<file path="src/rtl/packed_adc_bank_unpacker_assert.svh">
// Assertion macros used by the bank unpacker's unpack module.
`ifndef PACKED_ADC_BANK_UNPACKER_ASSERT_SVH
`define PACKED_ADC_BANK_UNPACKER_ASSERT_SVH

// The condition must hold in the same cycle as the trigger.
`define PABU_ASSERT_NOW(name, ante, cons) \
  name: assert property (@(posedge clk) disable iff (rst) (ante) |-> (cons)) \
    else $error("pabu: check failed");

// The condition must hold in the cycle after the trigger.
`define PABU_ASSERT_NEXT(name, ante, cons) \
  name: assert property (@(posedge clk) disable iff (rst) (ante) |=> (cons)) \
    else $error("pabu: check failed");

`endif

</file>
<file path="src/rtl/pabu_pkg.sv">
// Types, constants and helper functions for the packed ADC bank unpacker.
package pabu_pkg;

  localparam int WORD_W  = 32;
  localparam int BW_W    = 14;
  localparam int EID_W   = 12;
  localparam int TAG_W   = 32;
  localparam int CH_W    = 4;
  localparam int IDX_W   = 11;
  localparam int SMP_W   = 12;
  localparam int POS_W   = 14;
  localparam int SIB_W   = 5;
  localparam int LB_W    = 8;
  localparam int LC_W    = 4;
  localparam int ACC_W   = 48;

  localparam int MAX_BLOCKS   = 1024;
  localparam int BLOCK_W      = $clog2(MAX_BLOCKS + 1);
  localparam int HEADER_WORDS = 4;
  localparam int BLOCK_SAMPLES = 24;

  // Quotient of a 14-bit value by nine, by reciprocal multiplication.
  localparam int Q_W        = 11;
  localparam int DIV9_SHIFT = 17;
  localparam logic [14:0] DIV9_MULT = 15'd14564;

  localparam logic [POS_W-1:0] POS_LIMIT    = '1;
  localparam logic [POS_W-1:0] POS_EVENT_ID = POS_W'(2);
  localparam logic [POS_W-1:0] POS_TIME_TAG = POS_W'(3);
  localparam logic [POS_W-1:0] POS_DATA     = POS_W'(HEADER_WORDS);

  localparam logic KIND_SAMPLE = 1'b0;
  localparam logic KIND_HEADER = 1'b1;

  typedef struct packed {
    logic               kind;
    logic [EID_W-1:0]   event_id;
    logic [TAG_W-1:0]   time_tag;
    logic               size_warning;
    logic [CH_W-1:0]    channel;
    logic [IDX_W-1:0]   sample_index;
    logic [SMP_W-1:0]   sample;
    logic               last;
  } res_t;

  // One bank word with its size decoded, as handed to the unpack stage.
  typedef struct packed {
    logic [WORD_W-1:0]  word;
    logic               first_word;
    logic [BLOCK_W-1:0] blocks;
    logic               size_warning;
    logic               header_ok;
  } stage_t;

  // Sample position within a block divided by three (channel within the group).
  function automatic logic [2:0] sib_div3(input logic [SIB_W-1:0] s);
    logic [2:0] d;
    d = 3'd0;
    for (int k = 1; k < 8; k++) begin
      if (32'(s) >= 3 * k) d = 3'(k);
    end
    return d;
  endfunction

  // Remainder of the same division.
  function automatic logic [1:0] sib_mod3(input logic [SIB_W-1:0] s);
    logic [2:0]       d;
    logic [SIB_W-1:0] r;
    d = sib_div3(s);
    r = s - ({2'b00, d} + {1'b0, d, 1'b0});
    return r[1:0];
  endfunction

endpackage

</file>
<file path="src/rtl/pabu_if.sv">
// Valid/ready channels for bank words in and unpacked results out.
interface pabu_in_if import pabu_pkg::*; ();
  logic              valid;
  logic              ready;
  logic [WORD_W-1:0] word;
  logic [BW_W-1:0]   bank_words;
  logic              first_word;

  modport source (output valid, output word, output bank_words, output first_word,
                  input ready);
  modport sink (input valid, input word, input bank_words, input first_word,
                output ready);
endinterface

interface pabu_out_if import pabu_pkg::*; ();
  logic             valid;
  logic             ready;
  logic             kind;
  logic [EID_W-1:0] event_id;
  logic [TAG_W-1:0] time_tag;
  logic             size_warning;
  logic [CH_W-1:0]  channel;
  logic [IDX_W-1:0] sample_index;
  logic [SMP_W-1:0] sample;
  logic             last;

  modport source (output valid, output kind, output event_id, output time_tag,
                  output size_warning, output channel, output sample_index,
                  output sample, output last, input ready);
  modport sink (input valid, input kind, input event_id, input time_tag,
                input size_warning, input channel, input sample_index,
                input sample, input last, output ready);
endinterface

</file>
<file path="src/rtl/packed_adc_bank_unpacker.sv">
// Packed ADC bank unpacker: bank words in, header and 12-bit sample results out.
// Bank words enter an input register, pass a size-decode register (bank length
// less four, divided by nine) and reach the unpack stage, which tracks the bank
// and writes all results of one word at once into a three-entry result buffer.
// A new word can be taken every cycle unless the unpack stage stalls; the result
// port delivers one result per cycle while ready, so a data word gives two or three
// results (eight samples per three data words), the time-tag header word one, and
// the other header words and ignored words none. A word's first result appears once
// it has passed the input and size-decode registers into the result buffer. The
// single output port of the result buffer sets the sustained rate.
module packed_adc_bank_unpacker import pabu_pkg::*; (
  input  logic        clk,
  input  logic        rst,
  pabu_in_if.sink     bank,
  pabu_out_if.source  result
);

  logic              a_valid;
  logic [WORD_W-1:0] a_word;
  logic [BW_W-1:0]   a_bw;
  logic              a_first;

  logic   b_valid;
  stage_t b_item;
  stage_t a_next;
  logic   u_ready;
  logic   b_free, a_adv, accept;

  logic             ge4;
  logic [BW_W-1:0]  d;
  logic [28:0]      prod;
  logic [Q_W-1:0]   q;
  logic [BW_W-1:0]  nine_q;
  logic [BW_W-1:0]  rem;

  assign b_free     = !b_valid || u_ready;
  assign a_adv      = a_valid && b_free;
  assign bank.ready = !a_valid || a_adv;
  assign accept     = bank.valid && bank.ready;

  // The quotient by nine is exact for every 14-bit length.
  assign ge4    = a_bw >= BW_W'(HEADER_WORDS);
  assign d      = a_bw - BW_W'(HEADER_WORDS);
  assign prod   = 29'(d) * 29'(DIV9_MULT);
  assign q      = prod[DIV9_SHIFT +: Q_W];
  assign nine_q = BW_W'({q, 3'b000}) + BW_W'(q);
  assign rem    = d - nine_q;

  always_comb begin
    a_next.word         = a_word;
    a_next.first_word   = a_first;
    a_next.header_ok    = ge4;
    a_next.size_warning = ge4 && (rem != '0);
    if (!ge4) begin
      a_next.blocks = '0;
    end else if (32'(q) > 32'(MAX_BLOCKS)) begin
      a_next.blocks = BLOCK_W'(MAX_BLOCKS);
    end else begin
      a_next.blocks = BLOCK_W'(q);
    end
  end

  always_ff @(posedge clk) begin
    if (rst) begin
      a_valid <= 1'b0;
      b_valid <= 1'b0;
    end else begin
      if (accept) begin
        a_valid <= 1'b1;
      end else if (a_adv) begin
        a_valid <= 1'b0;
      end
      if (a_adv) begin
        b_valid <= 1'b1;
      end else if (u_ready) begin
        b_valid <= 1'b0;
      end
    end
  end

  always_ff @(posedge clk) begin
    if (accept) begin
      a_word  <= bank.word;
      a_bw    <= bank.bank_words;
      a_first <= bank.first_word;
    end
    if (a_adv) b_item <= a_next;
  end

  pabu_unpack u_unpack (
    .clk        (clk),
    .rst        (rst),
    .item_valid (b_valid),
    .item_ready (u_ready),
    .item       (b_item),
    .result     (result)
  );

endmodule

</file>
<file path="src/rtl/pabu_unpack.sv">
// Bank state tracking, 12-bit sample extraction and the result buffer.
`include "packed_adc_bank_unpacker_assert.svh"

module pabu_unpack import pabu_pkg::*; (
  input  logic              clk,
  input  logic              rst,
  input  logic              item_valid,
  output logic              item_ready,
  input  stage_t            item,
  pabu_out_if.source        result
);

  logic [POS_W-1:0]   word_position, word_position_next;
  logic [BLOCK_W-1:0] block_count, block_count_next;
  logic [BLOCK_W-1:0] block_number, block_number_next;
  logic [SIB_W-1:0]   sample_in_block, sample_in_block_next;
  logic [LB_W-1:0]    leftover_bits, leftover_bits_next;
  logic [LC_W-1:0]    leftover_count, leftover_count_next;
  logic [EID_W-1:0]   saved_event_id, saved_event_id_next;

  res_t       slot [3];
  res_t       res_new [3];
  res_t       lane [3];
  res_t       cur;
  logic [1:0] cnt, cnt_new;
  logic [1:0] ptr;

  logic               take, finishing, load;
  logic [BLOCK_W-1:0] half, bib;
  logic               grp;
  logic [ACC_W-1:0]   acc;
  logic [5:0]         total;
  logic [1:0]         ns;
  logic [SIB_W-1:0]   sib_sum;
  logic [SIB_W-1:0]   lane_sib [3];
  logic [31:0]        lane_idx [3];

  assign take       = result.valid && result.ready;
  assign finishing  = take && (ptr == cnt - 2'd1);
  assign item_ready = (cnt == 2'd0) || finishing;
  assign load       = item_valid && item_ready;

  // The sample blocks are split into two channel groups by block number.
  assign half = block_count >> 1;
  assign grp  = block_number >= half;
  assign bib  = grp ? block_number - half : block_number;

  assign acc   = ({16'b0, item.word} << leftover_count) | {40'b0, leftover_bits};
  assign total = 6'd32 + 6'(leftover_count);
  assign ns    = (total >= 6'd36) ? 2'd3 : 2'd2;

  always_comb begin
    for (int i = 0; i < 3; i++) begin
      lane_sib[i] = sample_in_block + SIB_W'(i);
      lane_idx[i] = 32'(bib) * 32'd3 + 32'(sib_mod3(lane_sib[i]));
      lane[i] = '{kind: KIND_SAMPLE,
                  event_id: saved_event_id,
                  time_tag: '0,
                  size_warning: 1'b0,
                  channel: {grp, sib_div3(lane_sib[i])},
                  sample_index: lane_idx[i][IDX_W-1:0],
                  sample: acc[12*i +: SMP_W],
                  last: (2'(i) == ns - 2'd1)};
    end
  end

  always_comb begin
    word_position_next   = word_position;
    block_count_next     = block_count;
    block_number_next    = block_number;
    sample_in_block_next = sample_in_block;
    leftover_bits_next   = leftover_bits;
    leftover_count_next  = leftover_count;
    saved_event_id_next  = saved_event_id;
    cnt_new              = 2'd0;
    res_new              = lane;
    sib_sum              = sample_in_block + SIB_W'(ns);
    if (load) begin
      if (item.first_word) begin
        // A new bank restarts everything; its first word is header word 0.
        word_position_next   = POS_W'(1);
        block_count_next     = item.blocks;
        block_number_next    = '0;
        sample_in_block_next = '0;
        leftover_bits_next   = '0;
        leftover_count_next  = '0;
        saved_event_id_next  = '0;
      end else begin
        if (word_position != POS_LIMIT) word_position_next = word_position + POS_W'(1);
        if (word_position == POS_EVENT_ID) begin
          saved_event_id_next = item.word[EID_W-1:0];
        end else if (word_position == POS_TIME_TAG) begin
          if (item.header_ok) begin
            cnt_new    = 2'd1;
            res_new[0] = '{kind: KIND_HEADER,
                           event_id: saved_event_id,
                           time_tag: item.word,
                           size_warning: item.size_warning,
                           channel: '0,
                           sample_index: '0,
                           sample: '0,
                           last: 1'b1};
          end
        end else if (word_position >= POS_DATA && word_position != POS_LIMIT &&
                     block_number < block_count) begin
          cnt_new             = ns;
          leftover_count_next = LC_W'(total - 6'(ns) * 6'd12);
          leftover_bits_next  = (ns == 2'd2) ? acc[31:24] : acc[43:36];
          if (sib_sum >= SIB_W'(BLOCK_SAMPLES)) begin
            sample_in_block_next = '0;
            block_number_next    = block_number + BLOCK_W'(1);
          end else begin
            sample_in_block_next = sib_sum;
          end
        end
      end
    end
  end

  always_ff @(posedge clk) begin
    if (rst) begin
      word_position   <= '0;
      block_count     <= '0;
      block_number    <= '0;
      sample_in_block <= '0;
      leftover_bits   <= '0;
      leftover_count  <= '0;
      saved_event_id  <= '0;
      cnt             <= 2'd0;
      ptr             <= 2'd0;
    end else begin
      word_position   <= word_position_next;
      block_count     <= block_count_next;
      block_number    <= block_number_next;
      sample_in_block <= sample_in_block_next;
      leftover_bits   <= leftover_bits_next;
      leftover_count  <= leftover_count_next;
      saved_event_id  <= saved_event_id_next;
      if (load) begin
        cnt <= cnt_new;
        ptr <= 2'd0;
      end else if (finishing) begin
        cnt <= 2'd0;
        ptr <= 2'd0;
      end else if (take) begin
        ptr <= ptr + 2'd1;
      end
    end
  end

  always_ff @(posedge clk) begin
    if (load) slot <= res_new;
  end

  assign cur                 = slot[ptr];
  assign result.valid        = cnt != 2'd0;
  assign result.kind         = cur.kind;
  assign result.event_id     = cur.event_id;
  assign result.time_tag     = cur.time_tag;
  assign result.size_warning = cur.size_warning;
  assign result.channel      = cur.channel;
  assign result.sample_index = cur.sample_index;
  assign result.sample       = cur.sample;
  assign result.last         = cur.last;

  `PABU_ASSERT_NOW(a_leftover_legal, 1'b1, leftover_count == 4'd0 || leftover_count == 4'd4 || leftover_count == 4'd8)
  `PABU_ASSERT_NOW(a_sib_range, 1'b1, sample_in_block < SIB_W'(BLOCK_SAMPLES))
  `PABU_ASSERT_NOW(a_block_bound, 1'b1, block_number <= block_count)
  `PABU_ASSERT_NOW(a_last_at_end, result.valid, result.last == (ptr == cnt - 2'd1))
  `PABU_ASSERT_NEXT(a_ptr_advance, result.valid && result.ready && !result.last, ptr == $past(ptr) + 2'd1)

endmodule

</file>
<file path="src/flat_wrapper.sv">
// flat-port wrapper written by rule: the top's interface ports become plain ports
module packed_adc_bank_unpacker_flat import pabu_pkg::*;
  (clk, rst, bank_valid, bank_word, bank_bank_words, bank_first_word, bank_ready, result_valid, result_kind, result_event_id, result_time_tag, result_size_warning, result_channel, result_sample_index, result_sample, result_last, result_ready);
  pabu_in_if bank_i ();
  pabu_out_if result_i ();
  input  logic clk;
  input  logic rst;
  input wire logic [$bits(bank_i.valid)-1:0] bank_valid;
  input wire logic [$bits(bank_i.word)-1:0] bank_word;
  input wire logic [$bits(bank_i.bank_words)-1:0] bank_bank_words;
  input wire logic [$bits(bank_i.first_word)-1:0] bank_first_word;
  output wire logic [$bits(bank_i.ready)-1:0] bank_ready;
  output wire logic [$bits(result_i.valid)-1:0] result_valid;
  output wire logic [$bits(result_i.kind)-1:0] result_kind;
  output wire logic [$bits(result_i.event_id)-1:0] result_event_id;
  output wire logic [$bits(result_i.time_tag)-1:0] result_time_tag;
  output wire logic [$bits(result_i.size_warning)-1:0] result_size_warning;
  output wire logic [$bits(result_i.channel)-1:0] result_channel;
  output wire logic [$bits(result_i.sample_index)-1:0] result_sample_index;
  output wire logic [$bits(result_i.sample)-1:0] result_sample;
  output wire logic [$bits(result_i.last)-1:0] result_last;
  input wire logic [$bits(result_i.ready)-1:0] result_ready;
  assign bank_i.valid = bank_valid;
  assign bank_i.word = bank_word;
  assign bank_i.bank_words = bank_bank_words;
  assign bank_i.first_word = bank_first_word;
  assign bank_ready = bank_i.ready;
  assign result_valid = result_i.valid;
  assign result_kind = result_i.kind;
  assign result_event_id = result_i.event_id;
  assign result_time_tag = result_i.time_tag;
  assign result_size_warning = result_i.size_warning;
  assign result_channel = result_i.channel;
  assign result_sample_index = result_i.sample_index;
  assign result_sample = result_i.sample;
  assign result_last = result_i.last;
  assign result_i.ready = result_ready;
  packed_adc_bank_unpacker u_core (.clk(clk), .rst(rst), .bank(bank_i), .result(result_i));
endmodule
</file>
<file path="config.mk">
export PLATFORM = sky130hd
export DESIGN_NAME = packed_adc_bank_unpacker_flat
export DESIGN_NICKNAME = d
export VERILOG_FILES = /design/src/rtl/pabu_pkg.sv /design/src/rtl/pabu_if.sv /design/src/rtl/packed_adc_bank_unpacker.sv /design/src/rtl/pabu_unpack.sv /design/src/flat_wrapper.sv
export VERILOG_INCLUDE_DIRS = /design/src /design/src/rtl
export SDC_FILE = /design/constraint.sdc
export NUM_CORES = 1
export LEC_CHECK = 0
export BUFFER_PORTS_ARGS = -buffer_cell sky130_fd_sc_hd__buf_2
export CAP_MARGIN = 25
export CORE_UTILIZATION = 45
export CTS_CLUSTER_DIAMETER = 60
export CTS_CLUSTER_SIZE = 12
export DETAILED_ROUTE_END_ITERATION = 16
export GPL_ROUTABILITY_DRIVEN = 0
export GPL_TIMING_DRIVEN = 0
export PLACE_DENSITY = 0.71
export SLEW_MARGIN = 20
export SYNTH_ARGS = -nofsm -noshare
export SYNTH_HDL_FRONTEND = slang
export SYNTH_HIERARCHICAL = 1
export SYNTH_SLANG_ARGS = --single-unit
</file>
<file path="constraint.sdc">
create_clock -name clk -period 9.65 [get_ports clk]
set_clock_uncertainty 0.15 [all_clocks]
set_input_delay 1.4475 -clock clk [delete_from_list [all_inputs] [get_ports clk]]
set_output_delay 1.4475 -clock clk [all_outputs]
set_load 0.03 [all_outputs]
</file>
==> results of run 1 <==
==> cells in the mapped netlist (all sizes together), types with 3 or more instances <==
library cell,count,area (um^2)
o31ai,10,75.1
mux2,7,78.8
or3,17,108
nor3b,20,150
nand4,13,109
a21o,13,97.6
edfxtp,222,6670
clkbuf,41,155
or4,12,97.6
nand2,144,543
nand2b,14,87.6
o21bai,5,37.5
nor2,122,458
o21ai,81,413
a32oi,4,35.0
and4,8,70.1
xor2,45,409
and3b,4,35.0
a21oi,108,559
a22oi,6,45.0
ha,152,1900
fa,47,941
o211ai,3,22.5
nor2b,18,113
o31a,6,52.6
a211oi,10,75.1
nand3b,4,30.0
and2,89,557
o21a,8,60.1
a31oi,11,83.8
and3,15,93.8
nor4,5,31.3
a2111oi,3,32.5
nor4b,3,26.3
nand3,23,120
mux2i,56,561
or2,4,25.0
dfxtp,69,1380
inv,159,597
xnor2,59,524
a211o,3,26.3
nor3,19,95.1
buf,20,104
==> layout by cell type, fill, tap and decap left out, types with 31 or more instances in the layout <==
cell type  netlist  layout
fa_1            47      47
mux2i_1         56      56
nor2_1         122     122
o21ai_0         63      63
inv_1          158     157
clkbuf_1        40      60
buf_2           11     137
a21oi_1        103     103
xor2_1          43      38
dfxtp_1         69      69
and2_1          89      88
nand2_1        143     143
xnor2_1         58      54
clkbuf_16        0      31
edfxtp_1       222     222
ha_1           152     152
==> per-layer routing <==
metal | up-vias | track usage (%) | wire length [um] | share of wire (%)
li1 | 6332 | - | - | -
met4 | 0 | 4.84 | 769 | 1.8
met5 | - | 0 | 0 | 0
met3 | 48 | 2.61 | 2370 | 5.7
met1 | 6322 | 26.4 | 17800 | 43
met2 | 377 | 35.3 | 20700 | 50
==> worst max-delay path, delay by kind of cell, from the launching register on <==
| family | cells | cell delay, ns |
|---|---|---|
| fa+ha+maj | 8 | 3.51 |
| compound gates | 9 | 2.17 |
| xor+xnor | 1 | 0.23 |
| simple gates | 6 | 2.04 |
| flops | 1 | 0.54 |
| buf+inv | 6 | 0.34 |
==> path summary, 6_finish.rpt <==
path | from | to | slack, ns | depth (start not counted)
min reg2reg | u_core/a_word[26] | u_core/b_item[40] | 0.26 | 0
max | u_core/a_bw[2] | u_core/b_item[1] | 0.37 | 30
min | u_core/a_word[26] | u_core/b_item[40] | 0.26 | 0
max reg2reg | u_core/a_bw[2] | u_core/b_item[1] | 0.37 | 30
==> per-stage QoR <==
stage	std cells	cell area (um^2)	setup TNS [ns]
detailed placement	2358	19300	-0.105
floorplan	1712	18000	0
global placement	2356	19300	-0.00910
global route	2415	20300	-0.00758
finish	2416	20300	0
CTS	2415	20200	0
==> cells by family (layout without fill, tap and decap cells) <==
family          Yosys count  in the layout  share of synthesized area [%]
fa+ha+maj               199            199                           15.8
mux                      63             63                           3.56
compound gates          297            297                           10.3
flops                   291            291                           44.8
simple gates            537            537                           15.4
buf+inv                 220            405                           4.76
other cells               0              1                              0
xor+xnor                105            105                           5.32
==> cell type report <==
cell class,count,area (um^2)
fillers,3378,18700
repair buffers,128,678
plain buffers,61,259
clock inverters,6,55.1
multi-input cells,1201,9190
flip-flops and latches,291,8050
inverters,159,604
clock buffers,51,851
well taps,518,648
diodes,1,2.50
==> state kept, by name, indices dropped and copies added (netlist names), 5 cells and up <==
| signal | cells |
|---|---|
| u_core/u_unpack/word_position | 14 |
| u_core/u_unpack/saved_event_id | 12 |
| u_core/u_unpack/leftover_bits | 8 |
| u_core/u_unpack/block_count | 11 |
| u_core/a_word | 32 |
| u_core/b_item | 46 |
| u_core/a_bw | 14 |
| u_core/u_unpack/slot | 129 |
| u_core/u_unpack/block_number | 11 |
| u_core/u_unpack/sample_in_block | 5 |
==> repair_timing <==
action / 4_1_cts / 5_1_grt
resized for setup: 1 / 13
cloned: 0 / 0
endpoints found under the setup margin: 1 / 1
==> results.toml, run 1 <==
[critical_path]
critical_path_class = "reg2reg"
cpMaxStageDelayCell = "fa_1"
crit_path_max_fanout = 8
max_stage_delay_ns = 0.55
cp.arrival_ns = 9.39
cpMostUsedCell = "inv_1"
worst_setup_path_end_kind = "flop"
startpoint_type = "flop"
cp.required_ns = 9.76

[cells_and_area]
final_core_util_pct = 52.1
layout-drive-gt1-share_pct = 12.1
nNetsFinal = 2123
area_growth_pct = 13.1

[worst_hold_path]
hold_path_class = "reg2reg"

[clocking]
postCtsHoldBufs = 0
cts_tree = "built"
clockRootBuffer = "clkbuf_16"
insertion_delay_ns = 0.56
clk_pin_slew_ns = 0.06
clk_path_buf_depth = 3
cts_setup_buffers = 0
cts_made_buffers = 31
htree_levels = 1
cts.sinks = 291

[timing]
fmax_ghz = 0.108
hold-worst-slack_ns = 0.261
fin_crit_ns = 9.28
hold_violations = 0
max_slew_margin_pct = 32.9
drv_slew = 0
worst_slew_pin_slew_ns = 0.997
setup_viol = 0
setup_slack_ns = 0.370
min_period_over_period_pct = 96.2

[run]
maxCapViolations = 0

[synth]
ys_warn_count = 6
ys_ff_latch = 291
synth.cell_area_um2 = 18000
synth_edf_count = 222
synthArstFlopShare_pct = 0
ys.flop_type = "edfxtp_1"
ys_types = 86
syn_avg_cell_area_um2 = 10.5
syn_nets = 1962
seq_area_frac_synth_pct = 44.8
synth_cells = 1712

[floorplan]
boundaryPins = 127
fp.dieW_um = 202
core-area_um2 = 39000
start_util_pct = 46.1
rows = 72
dieArea_um2 = 40800
fp.dieH_um = 202

[global_route]
grt_start_max_net_pins = 106
grt_remaining_overflow = 0
grt_pass1_vias = 13015
grt_pass1_wl_mm = 66.3
antenna_found_initial = 1
grt_usage_pct = 20.2

[detailed_routing]
wl_per_cell_um = 17.2
ant_nets = 0
routed_wl_mm = 41.6
drt_iter0_drc = 886
dr.pass1.iters = 5
vias = 13079
via_per_inst = 5.41
drc_errors = 0

[place]
portBuffers = 126
hpwl_mm = 32.1
pre_cts_slack_ns = -0.105

[status]
outcome = "finished, final reports clean"
Power of run 1 is left out: the tool's default activity adds up to more than one toggle a clock period on the data nets, which glitch-free logic cannot reach.
==> inputs of run 2 (changes only) <==
--- a/config.mk
+++ b/config.mk
@@ -15,7 +15,8 @@
 export GPL_ROUTABILITY_DRIVEN = 0
 export GPL_TIMING_DRIVEN = 0
 export PLACE_DENSITY = 0.71
-export SLEW_MARGIN = 20
+export RECOVER_POWER = 50
+export SLEW_MARGIN = 10
 export SYNTH_ARGS = -nofsm -noshare
 export SYNTH_HDL_FRONTEND = slang
 export SYNTH_HIERARCHICAL = 1
==> results.toml, run 2 (synthesized netlist as in run 1, its figures left out) <==
[cells_and_area]
largest_reg_flops = 129
regArea_um2 = 8050
layout-drive-gt1-share_pct = 11.6
fin_area_um2 = 20400
multi_input_area_um2 = 9170
final_cells = 2419
area_growth_pct = 13.4
final_cell_mix = "edfxtp_1, inv_1, ha_1"
fill_cells = 3395
reg.largest.list = "u_core/u_unpack/slot x129, u_core/b_item x46, u_core/a_word x32"
top_register = "u_core/u_unpack/slot"
insertedDiodeCount = 0
nNetsFinal = 2127
mostFrequentLayoutCell = "edfxtp_1"

[run]
maxCapViolations = 4

[timing]
min_period_over_period_pct = 95.6
setup_slack_ns = 0.425
rsz0062_at_grt = "false"
fin_crit_ns = 9.22
hold_violations = 0
worst_slew_pin_slew_ns = 3.41
fmax_ghz = 0.108
max_slew_margin_pct = -129
setup_viol = 0
drv_slew = 146

[clocking]
clk_path_buf_depth = 3
cts_tree = "built"
cts.sinks = 291
cts_setup_buffers = 0
cts_made_buffers = 34
htree_levels = 2
clk_pin_slew_ns = 0.06
postCtsHoldBufs = 0
clockRootBuffer = "clkbuf_16"
insertion_delay_ns = 0.53

[place]
pre_cts_slack_ns = -0.140
post-place-cells = 2359
portBuffers = 126
hpwl_mm = 32.2
placed_area_um2 = 19300

[global_route]
grt_start_max_net_pins = 74
grt_pass1_vias = 13061
antenna_found_initial = 1
grt_pass1_wl_mm = 66.4
grt_usage_pct = 20.4
grt_remaining_overflow = 0

[critical_path]
max_stage_delay_ns = 0.55
cpMaxStageDelayCell = "fa_1"
worst_setup_path_end_kind = "flop"
cpMostUsedCell = "inv_1"
crit_path_max_fanout = 8
cp.required_ns = 9.72
critical_path_class = "reg2reg"
startpoint_type = "flop"
cp.arrival_ns = 9.30

[detailed_routing]
vias = 13110
dr.pass1.iters = 6
routed_wl_mm = 41.8
drt_iter0_drc = 967
ant_nets = 0
wl_per_cell_um = 17.3
drc_errors = 0
via_per_inst = 5.42

[floorplan]
dieArea_um2 = 40800
core-area_um2 = 39000
fp.dieW_um = 202
boundaryPins = 127
rows = 72
fp.dieH_um = 202
start_util_pct = 46.1

[status]
violations = "max-capacitance violations, max-slew violations"
outcome = "finished, violations left"

[worst_hold_path]
hold_path_class = "reg2reg"
## run 2: path summary, 6_finish.rpt
check,start,to,slack (ns),depth (start not counted)
max,u_core/a_bw[2],u_core/b_item[1],0.43,32
min,u_core/a_word[0],u_core/b_item[14],0.26,0
min reg2reg,u_core/a_word[0],u_core/b_item[14],0.26,0
max reg2reg,u_core/a_bw[2],u_core/b_item[1],0.43,32
## run 2: final cells by class
| class | instances | area share (%) |
|---|---|---|
| inverters | 159 | 2.93 |
| flip-flops and latches | 291 | 39.5 |
| clock buffers | 48 | 4.43 |
| clock inverters | 12 | 0.509 |
| repair buffers | 129 | 3.29 |
| plain buffers | 61 | 1.25 |
| well taps | 518 | 3.18 |
| multi-input cells | 1201 | 45.0 |
## run 2: what timing repair did
item / in CTS / in global routing
setup endpoints to repair: 1 / 1
resized for setup: 1 / 14
endpoints found under the hold margin: 0 / 0
## run 2: per-stage QoR
stage	setup TNS (ns)	utilization, %	hold slack [ns]
2_1_floorplan	0	-	0.250
3_3_place_gp	-0.00910	49.4	0.253
3_5_place_dp	-0.140	49.6	0.255
4_1_cts	0	52.2	0.265
5_1_grt	0	52.3	0.267
6_report	0	52.3	0.260
## run 2: metal layers
metal	track usage [%]	up-vias	part of all wire, %
met5	0	-	0.017
met4	6.17	2	2.4
met3	3.32	77	5.6
met2	35.2	362	49
met1	26.2	6324	43
li1	-	6345	-
## run 2: critical path: cells and delay by family (launching register included)
kind	cells	cell delay, ns
compound gates	8	1.68
xor+xnor	2	0.50
fa+ha+maj	8	3.52
buf+inv	7	0.42
flops	1	0.54
simple gates	7	2.09
Power of run 2 is left out for the same reason.
==> inputs of run 3 (changes only) <==
--- a/config.mk
+++ b/config.mk
@@ -14,7 +14,7 @@
 export DETAILED_ROUTE_END_ITERATION = 16
 export GPL_ROUTABILITY_DRIVEN = 0
 export GPL_TIMING_DRIVEN = 0
-export PLACE_DENSITY = 0.71
+export PLACE_DENSITY = 0.69
 export RECOVER_POWER = 50
 export SLEW_MARGIN = 10
 export SYNTH_ARGS = -nofsm -noshare
==> results.toml, run 3 (synthesized netlist as in run 1, its figures left out) <==
[critical_path]
crit_path_max_fanout = 5
cpMostUsedCell = "inv_1"
startpoint_type = "flop"
cp.required_ns = 9.79
max_stage_delay_ns = 0.57
critical_path_class = "reg2reg"
critical_path_buf_inv_count = 7
cp.arrival_ns = 9.30
cpMaxStageDelayCell = "fa_1"
path_delay_family = "adder cells"
worst_setup_path_end_kind = "flop"

[cells_and_area]
reg.largest.list = "u_core/u_unpack/slot x129, u_core/b_item x46, u_core/a_word x32"
largest_reg_flops = 129
final_cells = 2419
area_growth_pct = 12.6
nNetsFinal = 2126
fill_cells = 3439
mostFrequentLayoutCell = "edfxtp_1"
top_register = "u_core/u_unpack/slot"
final_core_util_pct = 51.9
final_cell_mix = "edfxtp_1, inv_1, ha_1"
layout-drive-gt1-share_pct = 10.8
fin_area_um2 = 20300

[place]
portBuffers = 126
pre_cts_slack_ns = -0.205
placed_area_um2 = 19300
post-place-cells = 2359
hpwl_mm = 32.2

[power_and_ir_drop]
p_sw_share_pct = 46.1
p_int_mw = 4.17
ir_worst_vdd_mv = 0.751
comb_power_share_pct = 66.6
p_switching_mw = 3.57
power_frac_seq_pct = 19.6
powerDensity_nw_per_um2 = 382
power.leakage_nw = 8.01
power.total_mw = 7.74
clkPwrFrac_pct = 13.8

[global_route]
met3_usage_pct = 2.74
grt_busiest_layer = "met2"
grt_pass1_wl_mm = 65.8
grt_remaining_overflow = 0
grt_pass1_vias = 12725
grt_usage_pct = 20.2
use_met1_pct = 26.7
antenna_found_initial = 2
grtUsageMet2_pct = 34.3
grt_start_max_net_pins = 69

[clocking]
clockRootBuffer = "clkbuf_16"
htree_levels = 1
cts_made_buffers = 30
clk_path_buf_depth = 3
insertion_delay_ns = 0.57
clk_pin_slew_ns = 0.06
cts_tree = "built"
cts.sinks = 291

[timing]
max_slew_margin_pct = -118
hold_violations = 0
min_period_over_period_pct = 95.0
worst_slew_pin_slew_ns = 3.26
fin_crit_ns = 9.16
hold-worst-slack_ns = 0.256
drv_slew = 123
rsz0062_at_grt = "false"
tns_ns = 0
setup_slack_ns = 0.487
fmax_ghz = 0.109
setup_viol = 0

[floorplan]
dieArea_um2 = 40800
rows = 72
boundaryPins = 127
start_util_pct = 46.1
fp.dieW_um = 202
core-area_um2 = 39000
fp.dieH_um = 202

[detailed_routing]
wl_per_cell_um = 17.2
dr.pass1.iters = 7
vias = 12939
drc_errors = 0
routed_wl_mm = 41.7
via_per_inst = 5.35
drt_iter0_drc = 961
ant_nets = 0

[worst_hold_path]
hold_path_class = "reg2reg"

[status]
outcome = "finished, violations left"
violations = "max-capacitance violations, max-slew violations"

[run]
maxCapViolations = 3
[run 3: final cells by class]
cell class	instances	area, um^2	area share, %
buffer	61	255	1.26
timing repair buffer	132	686	3.39
clock inverter	5	41.3	0.204
antenna	1	2.50	0.0124
multi-input combinational	1201	9120	45.0
clock buffer	51	851	4.20
inverter	159	598	2.95
tap	518	648	3.20
sequential	291	8050	39.7
[run 3: timing repair]
item                       in CTS  in global routing
resized for setup               1                  8
setup buffers                   0                  2
hold endpoints to repair        0                  0
hold buffers                    0                  0
setup endpoints to repair       1                  1
[run 3: metal layers]
layer | up-vias | wire [um]
met3 | 74 | 1880
met1 | 6181 | 18500
met5 | - | 8
met4 | 2 | 1030
li1 | 6334 | -
met2 | 348 | 20200
[run 3: path summary, 6_finish.rpt]
path / start / slack (ns) / endpoint / cells past startpoint
worst max-delay path: u_core/a_bw[3] / 0.49 / u_core/b_item[1] / 32
worst min-delay path: u_core/a_word[30] / 0.26 / u_core/b_item[44] / 0
worst max register to register: u_core/a_bw[3] / 0.49 / u_core/b_item[1] / 32
worst min register to register: u_core/a_word[30] / 0.26 / u_core/b_item[44] / 0
[run 3: power groups by stage]
stage	sequential (mW)	clock (mW)	combinational (mW)
finish	1.52	1.07	5.15
global placement	1.54	0	4.81
detailed placement	1.54	0	5.02
CTS	1.52	1.09	5.06
global route	1.52	1.14	5.76
floorplan	1.53	0	3.99
Note: power is estimated with default switching activity, not from simulation.
